==> src/design/ttfd_pkg.sv <==
// Package for the tag text field decoder: item structs and code constants.
// No dependencies; used by tag_text_field_decoder_unit.
package ttfd_pkg;

    // Encoding selector values carried by the first byte of a field
    localparam logic [7:0] ENC_LATIN1 = 8'h00;
    localparam logic [7:0] ENC_UTF16  = 8'h01;

    // Byte-order marks, read big-endian, and the string terminators
    localparam logic [15:0] BOM_BIG    = 16'hFEFF;
    localparam logic [15:0] BOM_LITTLE = 16'hFFFE;
    localparam logic [15:0] WORD_ZERO  = 16'h0000;
    localparam logic [7:0]  BYTE_ZERO  = 8'h00;

    typedef struct packed {
        logic [7:0] data_byte;
        logic       field_last;
    } t_in_item;

    typedef struct packed {
        logic        char_valid;
        logic [15:0] char_code;
        logic        string_end;
        logic        bad_encoding;
    } t_out_item;

endpackage

==> src/design/tag_text_field_decoder_unit.sv <==
// Tag text field decoder: Latin-1 / UTF-16 bytes in, character codes out.
// Depends on ttfd_pkg (item structs, encoding and marker constants).
//
//   channel | direction | handshake                | payload
//   --------+-----------+--------------------------+-------------------------
//   in      | in        | i_in_valid / o_in_stall   | i_in_item  (t_in_item)
//   out     | out       | o_out_valid / i_out_stall | o_out_item (t_out_item)
//
// One byte per cycle sustained while the output does not stall. Each item is
// decoded in the input register and its result is loaded into the result
// register, which drives the output. Items that make no result leave the
// input register without waiting on the output side. A stall on the output
// only holds the input register when its item has a result to hand on.
// Synchronous active-low reset clears control state; the next byte after
// reset is an encoding byte.
module tag_text_field_decoder_unit (
    input  logic                i_clk,
    input  logic                i_rst_n,
    input  logic                i_in_valid,
    output logic                o_in_stall,
    input  ttfd_pkg::t_in_item  i_in_item,
    output logic                o_out_valid,
    input  logic                i_out_stall,
    output ttfd_pkg::t_out_item o_out_item
);

    typedef enum logic [1:0] {
        PH_ENC,
        PH_DATA,
        PH_SKIP
    } t_phase;

    // Decoder state
    t_phase     r_phase,   n_phase;
    logic       r_wide,    n_wide;
    logic       r_first,   n_first;
    logic       r_le,      n_le;
    logic [7:0] r_held,    n_held;
    logic       r_holding, n_holding;
    logic       r_open,    n_open;

    // Input register and result register
    logic                r_in_v;
    ttfd_pkg::t_in_item  r_in;
    logic                r_out_v;
    ttfd_pkg::t_out_item r_out;

    logic                res_v;
    ttfd_pkg::t_out_item res;
    logic                s1_move;
    logic                out_free;
    logic [15:0]         be_word;
    logic                le_now;
    logic [15:0]         word;
    logic                mark;

    assign be_word = {r_held, r_in.data_byte};

    // Decode of the byte in the input register
    always_comb begin
        n_phase   = r_phase;
        n_wide    = r_wide;
        n_first   = r_first;
        n_le      = r_le;
        n_held    = r_held;
        n_holding = r_holding;
        n_open    = r_open;
        res_v     = 1'b0;
        res       = '0;
        le_now    = r_le;
        mark      = 1'b0;
        word      = be_word;

        unique case (r_phase)
            PH_ENC: begin
                if (r_in.data_byte == ttfd_pkg::ENC_LATIN1 ||
                    r_in.data_byte == ttfd_pkg::ENC_UTF16) begin
                    n_wide    = r_in.data_byte[0];
                    n_phase   = PH_DATA;
                    n_first   = 1'b1;
                    n_holding = 1'b0;
                    n_open    = 1'b0;
                end else begin
                    res_v            = 1'b1;
                    res.bad_encoding = 1'b1;
                    n_phase          = PH_SKIP;
                end
            end
            PH_DATA: begin
                if (!r_wide) begin
                    // Latin-1: one byte, one character
                    res_v = 1'b1;
                    if (r_in.data_byte == ttfd_pkg::BYTE_ZERO) begin
                        res.string_end = 1'b1;
                        n_open         = 1'b0;
                    end else begin
                        res.char_valid = 1'b1;
                        res.char_code  = {8'h00, r_in.data_byte};
                        res.string_end = r_in.field_last;
                        n_open         = 1'b1;
                    end
                end else if (!r_holding) begin
                    // First half of a word; odd trailing byte closes an open string
                    if (r_in.field_last) begin
                        res_v          = r_open;
                        res.string_end = r_open;
                    end else begin
                        n_held    = r_in.data_byte;
                        n_holding = 1'b1;
                    end
                end else begin
                    n_holding = 1'b0;
                    if (r_first) begin
                        n_first = 1'b0;
                        le_now  = (be_word == ttfd_pkg::BOM_LITTLE);
                        mark    = (be_word == ttfd_pkg::BOM_LITTLE) ||
                                  (be_word == ttfd_pkg::BOM_BIG);
                    end
                    n_le = le_now;
                    word = le_now ? {be_word[7:0], be_word[15:8]} : be_word;
                    if (mark) begin
                        n_open         = 1'b1;
                        res_v          = r_in.field_last;
                        res.string_end = r_in.field_last;
                    end else if (word == ttfd_pkg::WORD_ZERO) begin
                        res_v          = 1'b1;
                        res.string_end = 1'b1;
                        n_open         = 1'b0;
                        n_first        = 1'b1;
                    end else begin
                        res_v          = 1'b1;
                        res.char_valid = 1'b1;
                        res.char_code  = word;
                        res.string_end = r_in.field_last;
                        n_open         = 1'b1;
                    end
                end
            end
            default: begin
                // Skipping the rest of a field with a bad encoding byte
            end
        endcase

        // Field end returns to the encoding byte
        if (r_in.field_last) begin
            n_phase   = PH_ENC;
            n_first   = 1'b1;
            n_holding = 1'b0;
            n_open    = 1'b0;
        end
    end

    // Handshake between the two registers
    assign out_free   = !r_out_v || !i_out_stall;
    assign s1_move    = !r_in_v || !res_v || out_free;
    assign o_in_stall = r_in_v && !s1_move;

    // State, input register and result register
    always_ff @(posedge i_clk) begin
        if (!i_rst_n) begin
            r_phase   <= PH_ENC;
            r_wide    <= 1'b0;
            r_first   <= 1'b1;
            r_le      <= 1'b0;
            r_holding <= 1'b0;
            r_open    <= 1'b0;
            r_in_v    <= 1'b0;
            r_out_v   <= 1'b0;
        end else begin
            if (r_in_v && s1_move) begin
                r_phase   <= n_phase;
                r_wide    <= n_wide;
                r_first   <= n_first;
                r_le      <= n_le;
                r_holding <= n_holding;
                r_open    <= n_open;
            end
            if (s1_move) begin
                r_in_v <= i_in_valid;
            end
            if (r_in_v && res_v && out_free) begin
                r_out_v <= 1'b1;
            end else if (!i_out_stall) begin
                r_out_v <= 1'b0;
            end
        end
    end

    // Payload registers, no reset needed
    always_ff @(posedge i_clk) begin
        if (r_in_v && s1_move) begin
            r_held <= n_held;
        end
        if (s1_move) begin
            r_in <= i_in_item;
        end
        if (r_in_v && res_v && out_free) begin
            r_out <= res;
        end
    end

    assign o_out_valid = r_out_v;
    assign o_out_item  = r_out;

`ifndef SYNTHESIS
    // An encoding error carries no character and no string end
    a_bad_alone: assert property (@(posedge i_clk) disable iff (!i_rst_n)
        o_out_valid && o_out_item.bad_encoding
        |-> !o_out_item.char_valid && !o_out_item.string_end)
        else $error("bad_encoding result with other fields set");

    // Every result is a character, a string end or an error
    a_result_kind: assert property (@(posedge i_clk) disable iff (!i_rst_n)
        o_out_valid && !o_out_item.char_valid && !o_out_item.bad_encoding
        |-> o_out_item.string_end)
        else $error("empty result item");

    // No code without a character
    a_code_zero: assert property (@(posedge i_clk) disable iff (!i_rst_n)
        o_out_valid && !o_out_item.char_valid |-> o_out_item.char_code == 16'h0000)
        else $error("char_code set without char_valid");

    // A held half word exists only while decoding UTF-16 data
    a_hold_mode: assert property (@(posedge i_clk) disable iff (!i_rst_n)
        r_holding |-> r_wide && r_phase == PH_DATA)
        else $error("half word held outside UTF-16 data");

    // The input register only stalls on a pending result with a blocked output
    a_stall_cause: assert property (@(posedge i_clk) disable iff (!i_rst_n)
        o_in_stall |-> r_out_v && i_out_stall && res_v)
        else $error("input stalled without a blocked result");
`endif

endmodule

==> config.mk <==
export PLATFORM = sky130hd
export DESIGN_NAME = tag_text_field_decoder_unit
export DESIGN_NICKNAME = d
export VERILOG_FILES = /design/src/design/ttfd_pkg.sv /design/src/design/tag_text_field_decoder_unit.sv
export SDC_FILE = /design/constraint.sdc
export NUM_CORES = 1
export LEC_CHECK = 0
export BUFFER_PORTS_ARGS = -buffer_cell sky130_fd_sc_hd__buf_4
export CORE_UTILIZATION = 33
export CTS_BUF_LIST = sky130_fd_sc_hd__clkbuf_16
export DETAILED_ROUTE_END_ITERATION = 8
export PLACE_DENSITY = 0.57
export REMOVE_ABC_BUFFERS = 1
export SLEW_MARGIN = 20
export SYNTH_ARGS = -nofsm -noshare
export SYNTH_HDL_FRONTEND = slang
export SYNTH_SLANG_ARGS = --single-unit
==> constraint.sdc <==
create_clock -name i_clk -period 4.1 [get_ports i_clk]
set_input_delay 1.025 -clock i_clk [delete_from_list [all_inputs] [get_ports i_clk]]
set_output_delay 1.025 -clock i_clk [all_outputs]
set_load 0.02 [all_outputs]
[Yosys cells after proc, flatten, opt, wreduce, memory -nomap -nowiden]
Index checks and enable logic that the tools add are counted.
Operators by class
  muxes and demuxes: 48
  reduce and logical (&&, ||, !) cells: 26
  bitwise gates (word level): 2
  equal/unequal tests: 9
Operators by type and width (number)
  two-way mux 17 bit: 4
  two-way mux 1 bit: 35
  == test 16 bit (second input constant): 2
  two-way mux 18 bit: 1
  zero test 16 bit: 1
  two-way mux 16 bit: 1
  AND reduction 4 bit: 3
  AND reduction 5 bit: 2
  != test 3 bit (second input constant): 3
  == test 8 x 1 -> 1 bit (second input constant): 1
  zero test 8 bit: 1
  case mux 1 bit (2 select lines): 4
  two-way mux 2 bit: 3
  zero test 1 bit: 5
  logical OR 1 bit: 5
  logical AND 1 bit: 4
  != test 4 bit (second input constant): 1
  AND reduction 3 bit: 1
  nonzero test 3 bit: 1
  == test 2 x 1 -> 1 bit (second input constant): 1
  zero test 2 bit: 1
  != test 2 x 1 -> 1 bit (second input constant): 1
  inverter 1 bit: 2
  AND reduction 2 bit: 1
  nonzero test 2 bit: 1
Storage, ports and cells
  word-level logic and storage cells: 100
  register bits: 45
  bits of input ports: 13
  output and inout bits: 21

[Depth between registers and ports, before layout]
  depth in word-level cells: 15
  gate-level depth with buffers: 7
  depth with buffers taken out: 7

[Least setup slack after synthesis]
No wires, ideal clock.
  path kind: input -> output
  start point: input i_out_stall
  end point: output o_in_stall
  path buffers: 0
  cell stages on the path: 2
  required time: 3.075 ns
  slack: 1.274 ns
  arrival: 1.801 ns
  path through: nand2_1 a311oi_1
Between the ends
  longest elaborated chain between the ends: 5
RTL lines
  from (decl): RTL line tag_text_field_decoder_unit.sv:23  | input logic i_out_stall,
  zero test 1 bit
  logical OR 1 bit: RTL line tag_text_field_decoder_unit.sv:154  | assign out_free = !r_out_v || !i_out_stall;
  logical OR 1 bit: RTL line tag_text_field_decoder_unit.sv:155  | assign s1_move = !r_in_v || !res_v || out_free;
  zero test 1 bit: RTL line tag_text_field_decoder_unit.sv:156  | assign o_in_stall = r_in_v && !s1_move;
  logical AND 1 bit: RTL line tag_text_field_decoder_unit.sv:156
  to (decl): RTL line tag_text_field_decoder_unit.sv:20  | output logic o_in_stall,
Every way passes these cells.

[Worst setup path in the final report]
  start point: register r_in, in the netlist be_word[7]
  end point: output o_in_stall
Between the ends
  longest elaborated chain between the ends: 15
  elaborated cells on any way between the ends: 20
  classes of those cells: eq/ne: 3; mux: 9; reduce/logical: 8
RTL lines
  from (decl): RTL line tag_text_field_decoder_unit.sv:44  | ttfd_pkg::t_in_item r_in;
  from (signal assigned): RTL line tag_text_field_decoder_unit.sv:195  | r_in <= i_in_item;
  == test 16 bit (on tied branches): RTL line tag_text_field_decoder_unit.sv:116, tag_text_field_decoder_unit.sv:117
  logical OR 1 bit: RTL line tag_text_field_decoder_unit.sv:116  | mark = (be_word == ttfd_pkg::BOM_LITTLE) ||
  two-way mux 1 bit: RTL line tag_text_field_decoder_unit.sv:113  | if (r_first) begin
  two-way mux 1 bit: RTL line tag_text_field_decoder_unit.sv:102  | end else if (!r_holding) begin
  two-way mux 1 bit: RTL line tag_text_field_decoder_unit.sv:90  | if (!r_wide) begin
  two-way mux 1 bit: RTL line tag_text_field_decoder_unit.sv:74  | unique case (r_phase)
  two-way mux 1 bit: RTL line tag_text_field_decoder_unit.sv:121  | if (mark) begin
  two-way mux 1 bit: RTL line tag_text_field_decoder_unit.sv:102
  two-way mux 1 bit: RTL line tag_text_field_decoder_unit.sv:90
  case mux 1 bit (2 select lines) (*): RTL line tag_text_field_decoder_unit.sv:74
  zero test 1 bit (*): RTL line tag_text_field_decoder_unit.sv:155
  logical OR 1 bit (*) (2 in series): RTL line tag_text_field_decoder_unit.sv:155
  zero test 1 bit (*): RTL line tag_text_field_decoder_unit.sv:156
  logical AND 1 bit (*): RTL line tag_text_field_decoder_unit.sv:156
Every way passes the cells marked *; elsewhere a longest branch is shown, timed or not. The select of a mux whose other input is x is not followed.

==> out/metrics.sh <==
DIEAREA_SQ_UM=6830
PLACEDCELLCOUNT=274
COMB_POWER_SHARE_PCT=5.5
FINISH.CELL_COUNT_WITHOUT_FILLERS=282
SYNTH_LARGEST_TYPE_AREA_FRACTION_PCT=50.3
PRIMARY_FLIP_FLOP_CELL_CHOSEN_BY_SYNTHESIS_MAPPING='edfxtp_1'
MAX_SLEW.WORST_PIN.SLEW_NS=0.920
SHARE_OF_TOTAL_POWER_CONSUMED_BY_NET_SWITCHING_PCT=20.1
GRT_FIRST_PASS_WIRELENGTH_UM=6720
MAX_TRANSITION_MARGIN_PCT=38.2
PWR-SHARE-CLK_PCT=43.6
CTSROOTBUFFERMASTER='clkbuf_16'
SYNTHESIS.YOSYS.WARNINGS=0
SYNTH_TOP_AREA_CELL='edfxtp_1'
DETAILEDROUTE.FIRSTPASSITERATIONCOUNT=5
CTS-BUFFERS-INSERTED=5
AVGROUTEDWIREPERCELL_UM=15.0
GR-USAGE-ALL-LAYERS_PCT=13.4
TIMING.SETUP.TNS_NS=0
TIMING.FINAL.CRIT_PERIOD_NS=3.16
PATH_CLASS='reg -> out'
CRIT_PATH_START='be_word[7]'
POWER-PER-CELL-AREA_nW_PER_UM2=395
TIMING.CRITICAL_PATH.SLOWEST_CELL_DELAY_NS=0.55
DIE-WIDTH_UM=82.7
CLOCK_PATH_BUFFERS=2
CTS_RESIZED=0
SHARE_SEQ_OF_TOTAL_POWER_PCT=50.9
ROUTED_WL_UM=4230
DETAILED_ROUTER_S_FIRST_ITERATION_VIOLATION_COUNT=118
ASYNCSETRESETFLOPFRACSYNTH_PCT=0
SYNTH_ENABLE_FLOP_CELLS=36
GRT_PASS1_VIAS=1378
VIASPERCELL=5.23
CTS_SETUP_BUFFERS=0
SETUP_REPAIR_AFTER_GLOBAL_ROUTING_MISSED_ITS_MARGIN='false'
WORST_PATH_MAX_DELAY_CELL='or4_4'
FILLERS=648
MIN_PATH_TYPE='reg -> reg'
CLOCK_SINK_COUNT=45
GRT_MAX_DEGREE=20
CELL_TYPES_OCCUPYING_THE_MOST_AREA_AFTER_SYNTHESIS='edfxtp_1, dfxtp_1, mux2i_1'
FMAX_MHz=317
H_TREE_DEPTH=2
WORST-ENDPOINT-REQUIRED_NS=3.07
FIN_SKEW_NS=0.00387
YS_SEQ_AREA_SHARE_PCT=58.7
AREA_GROWTH_SYN_TO_LAYOUT_PCT=20.9
REMAINING_ANTENNA_VIOLATION_COUNT=0
FLOORPLAN.INITIALDENSITY_PCT=34.0
CRITPATHLAUNCHTYPE='register'
REGAREA_SQ_UM=1260
SYN-INSTANCE-COUNT=171
TIMING.FINAL.MAX_SLEW_VIOLATIONS=0
ROUTE.DETAILED.DRC=0
MAXCAPVIOLCOUNT=0
FINALSETUPVIOLATIONS=0
CRITICAL_PATH.CELL_CHAIN='nand4_1 -> or4_4 -> nor2_2 -> a311oi_1 -> buf_4'
NUM_VIAS=1474
SYNTH-SEQ-CELLS=45
OUTCOME='completed'
GPL.FINAL_WEIGHTED_CONGESTION=0.814
BUFFER_PORTS.INSERTED=33
SYNTHTOPCELLSBYCOUNT='edfxtp_1, nor2_1, mux2i_1, nand2_1'
CTSHOLDBUFFERS=0
TIMING.FINAL.CRIT_SHARE_PCT=77.0
PLACEABLECOREAREA_SQ_UM=6310
PLACEMENT_ROWS=29
MULTIINPUTGATEAREA_SQ_UM=777
CTS_TREE='yes'
CHIPHEIGHT_UM=82.7
WORST_MIN_PATH_START='r_open'
CP_MAX_FO=5
FINAL_LAYOUT_NET_COUNT=217
SYN_AVG_CELL_AREA_SQ_UM=12.6
CLK-INSERTION-DELAY-LATE_NS=0.28
TOTAL_LEAKAGE_POWER_uW=0.000916
IRDROPWORSTVDD_uV=200
ANTENNADIODECOUNT=0
INTERNAL_POWER_uW=819
LAYOUT_CELLS_SIZED_ABOVE_1_PCT=27.3
R2R-START='be_word[3]'
TOP_LEVEL_PORTS=34
CRITICAL-PATH-TOP-DELAY-FAMILY='simple AND/OR/NAND/NOR gates'
POWER.NET_SWITCHING_uW=207
CLKSLEWWORSTSETUPHOLDPATHS_NS=0.06
POST_SYNTH_NUM_CELL_TYPES=46
CP.ARRIVAL_NS=2.13
ENDPOINT_KIND='output port'
OVERFLOW=0
HOLD_VIOL=0
DETAILED_PLACE_HPWL_UM=3050
GRT_ANTENNA_BEFORE_REPAIR=0
YOSYSMOSTFREQUENTCELL='edfxtp_1'
POST_SYNTHESIS_INSTANCE_AREA_SQ_UM=2150
WORST-PATH-BUF-INV=1
-- cell families (layout without fill, tap and decap cells) --
kind of cell,after synthesis,in the layout,share of synthesized area (%)
mux,11,11,5.13
xor+xnor,1,1,0.408
buf+inv,18,52,5.07
flops,45,45,58.7
compound gates,39,39,15.6
simple gates,57,57,15.1
-- final timing paths --
path / slack, ns / to / depth (start not counted)
worst max register to register: 1.48 / r_held[2] / 7
worst max-delay path: 0.94 / o_in_stall / 5
worst min-delay path: 0.48 / r_open / 2
worst min register to register: 0.48 / r_open / 2
-- power groups by stage --
| stage | sequential [uW] | combinational (uW) | clock, uW |
|---|---|---|---|
| after global routing | 524 | 60.5 | 478 |
| after detailed placement | 532 | 56.4 | 0 |
| after CTS | 522 | 56.4 | 458 |
| after floorplan | 537 | 21.3 | 0 |
| after global placement | 531 | 56.2 | 0 |
| final | 522 | 55.9 | 447 |
-- flip-flops by register name, summed over array words and instances (netlist names) --
name	count
r_wide	1
r_first	1
be_word	8
r_holding	1
o_out_item	19
r_phase	2
r_le	1
r_in	1
r_open	1
r_in_v	1
r_held	8
o_out_valid	1
-- per-stage QoR --
step / instance area (sq um) / hold slack [ns] / total power [uW] / setup WS [ns] / util, %
final: 2590 / 0.485 / 1030 / 0.943 / 41.1
after global routing: 2590 / 0.506 / 1060 / 0.767 / 41.1
after CTS: 2590 / 0.480 / 1040 / 0.955 / 41.1
after detailed placement: 2430 / 0.466 / 588 / 1.25 / 38.4
after global placement: 2430 / 0.448 / 587 / 1.30 / 38.4
after floorplan: 2080 / 0.435 / 559 / 1.27 / -
-- per-layer routing --
metal	share of wire [%]	routed length [um]	global-route usage, %	vias to the layer above
met5	0	0	0	-
met4	1.3	53	6.21	0
met3	4.5	192	2.64	4
met2	45	1890	19.9	50
met1	50	2100	18.6	689
li1	-	-	-	731
-- cells in the final DEF, fill, tap and decap left out, types with 2 or more instances in the layout --
| cell | instances |
|---|---|
| nor2_1 | 13 |
| a211oi_1 | 2 |
| nand2_2 | 2 |
| inv_1 | 10 |
| nand2b_1 | 2 |
| nand2_1 | 11 |
| mux2i_1 | 11 |
| o32ai_2 | 2 |
| a31oi_1 | 4 |
| clkbuf_16 | 5 |
| nand4_1 | 3 |
| edfxtp_1 | 36 |
| nor3_1 | 4 |
| o21ai_0 | 3 |
| and2_1 | 3 |
| buf_4 | 34 |
| o21a_1 | 4 |
| a21oi_1 | 7 |
| and3_1 | 2 |
| or3_1 | 2 |
| nand3_1 | 2 |
| a32o_1 | 8 |
| nor2_2 | 2 |
| dfxtp_1 | 9 |
| nor4_1 | 3 |
-- cell type report --
class	instances	area share (%)
Sequential cell	45	48.6
Multi-Input combinational cell	108	29.9
Timing Repair Buffer	34	9.84
Clock buffer	5	4.82
Tap cell	77	3.71
Clock inverter	3	1.64
Inverter	10	1.45
-- tightest hold or removal path, delay by kind of cell, from the launching register on --
kind / cells / cell delay [ns]
flip-flops: 1 / 0.32
AND/OR/NAND/NOR: 1 / 0.06
multiplexers: 1 / 0.06
Power figures use the tool's default switching activity.
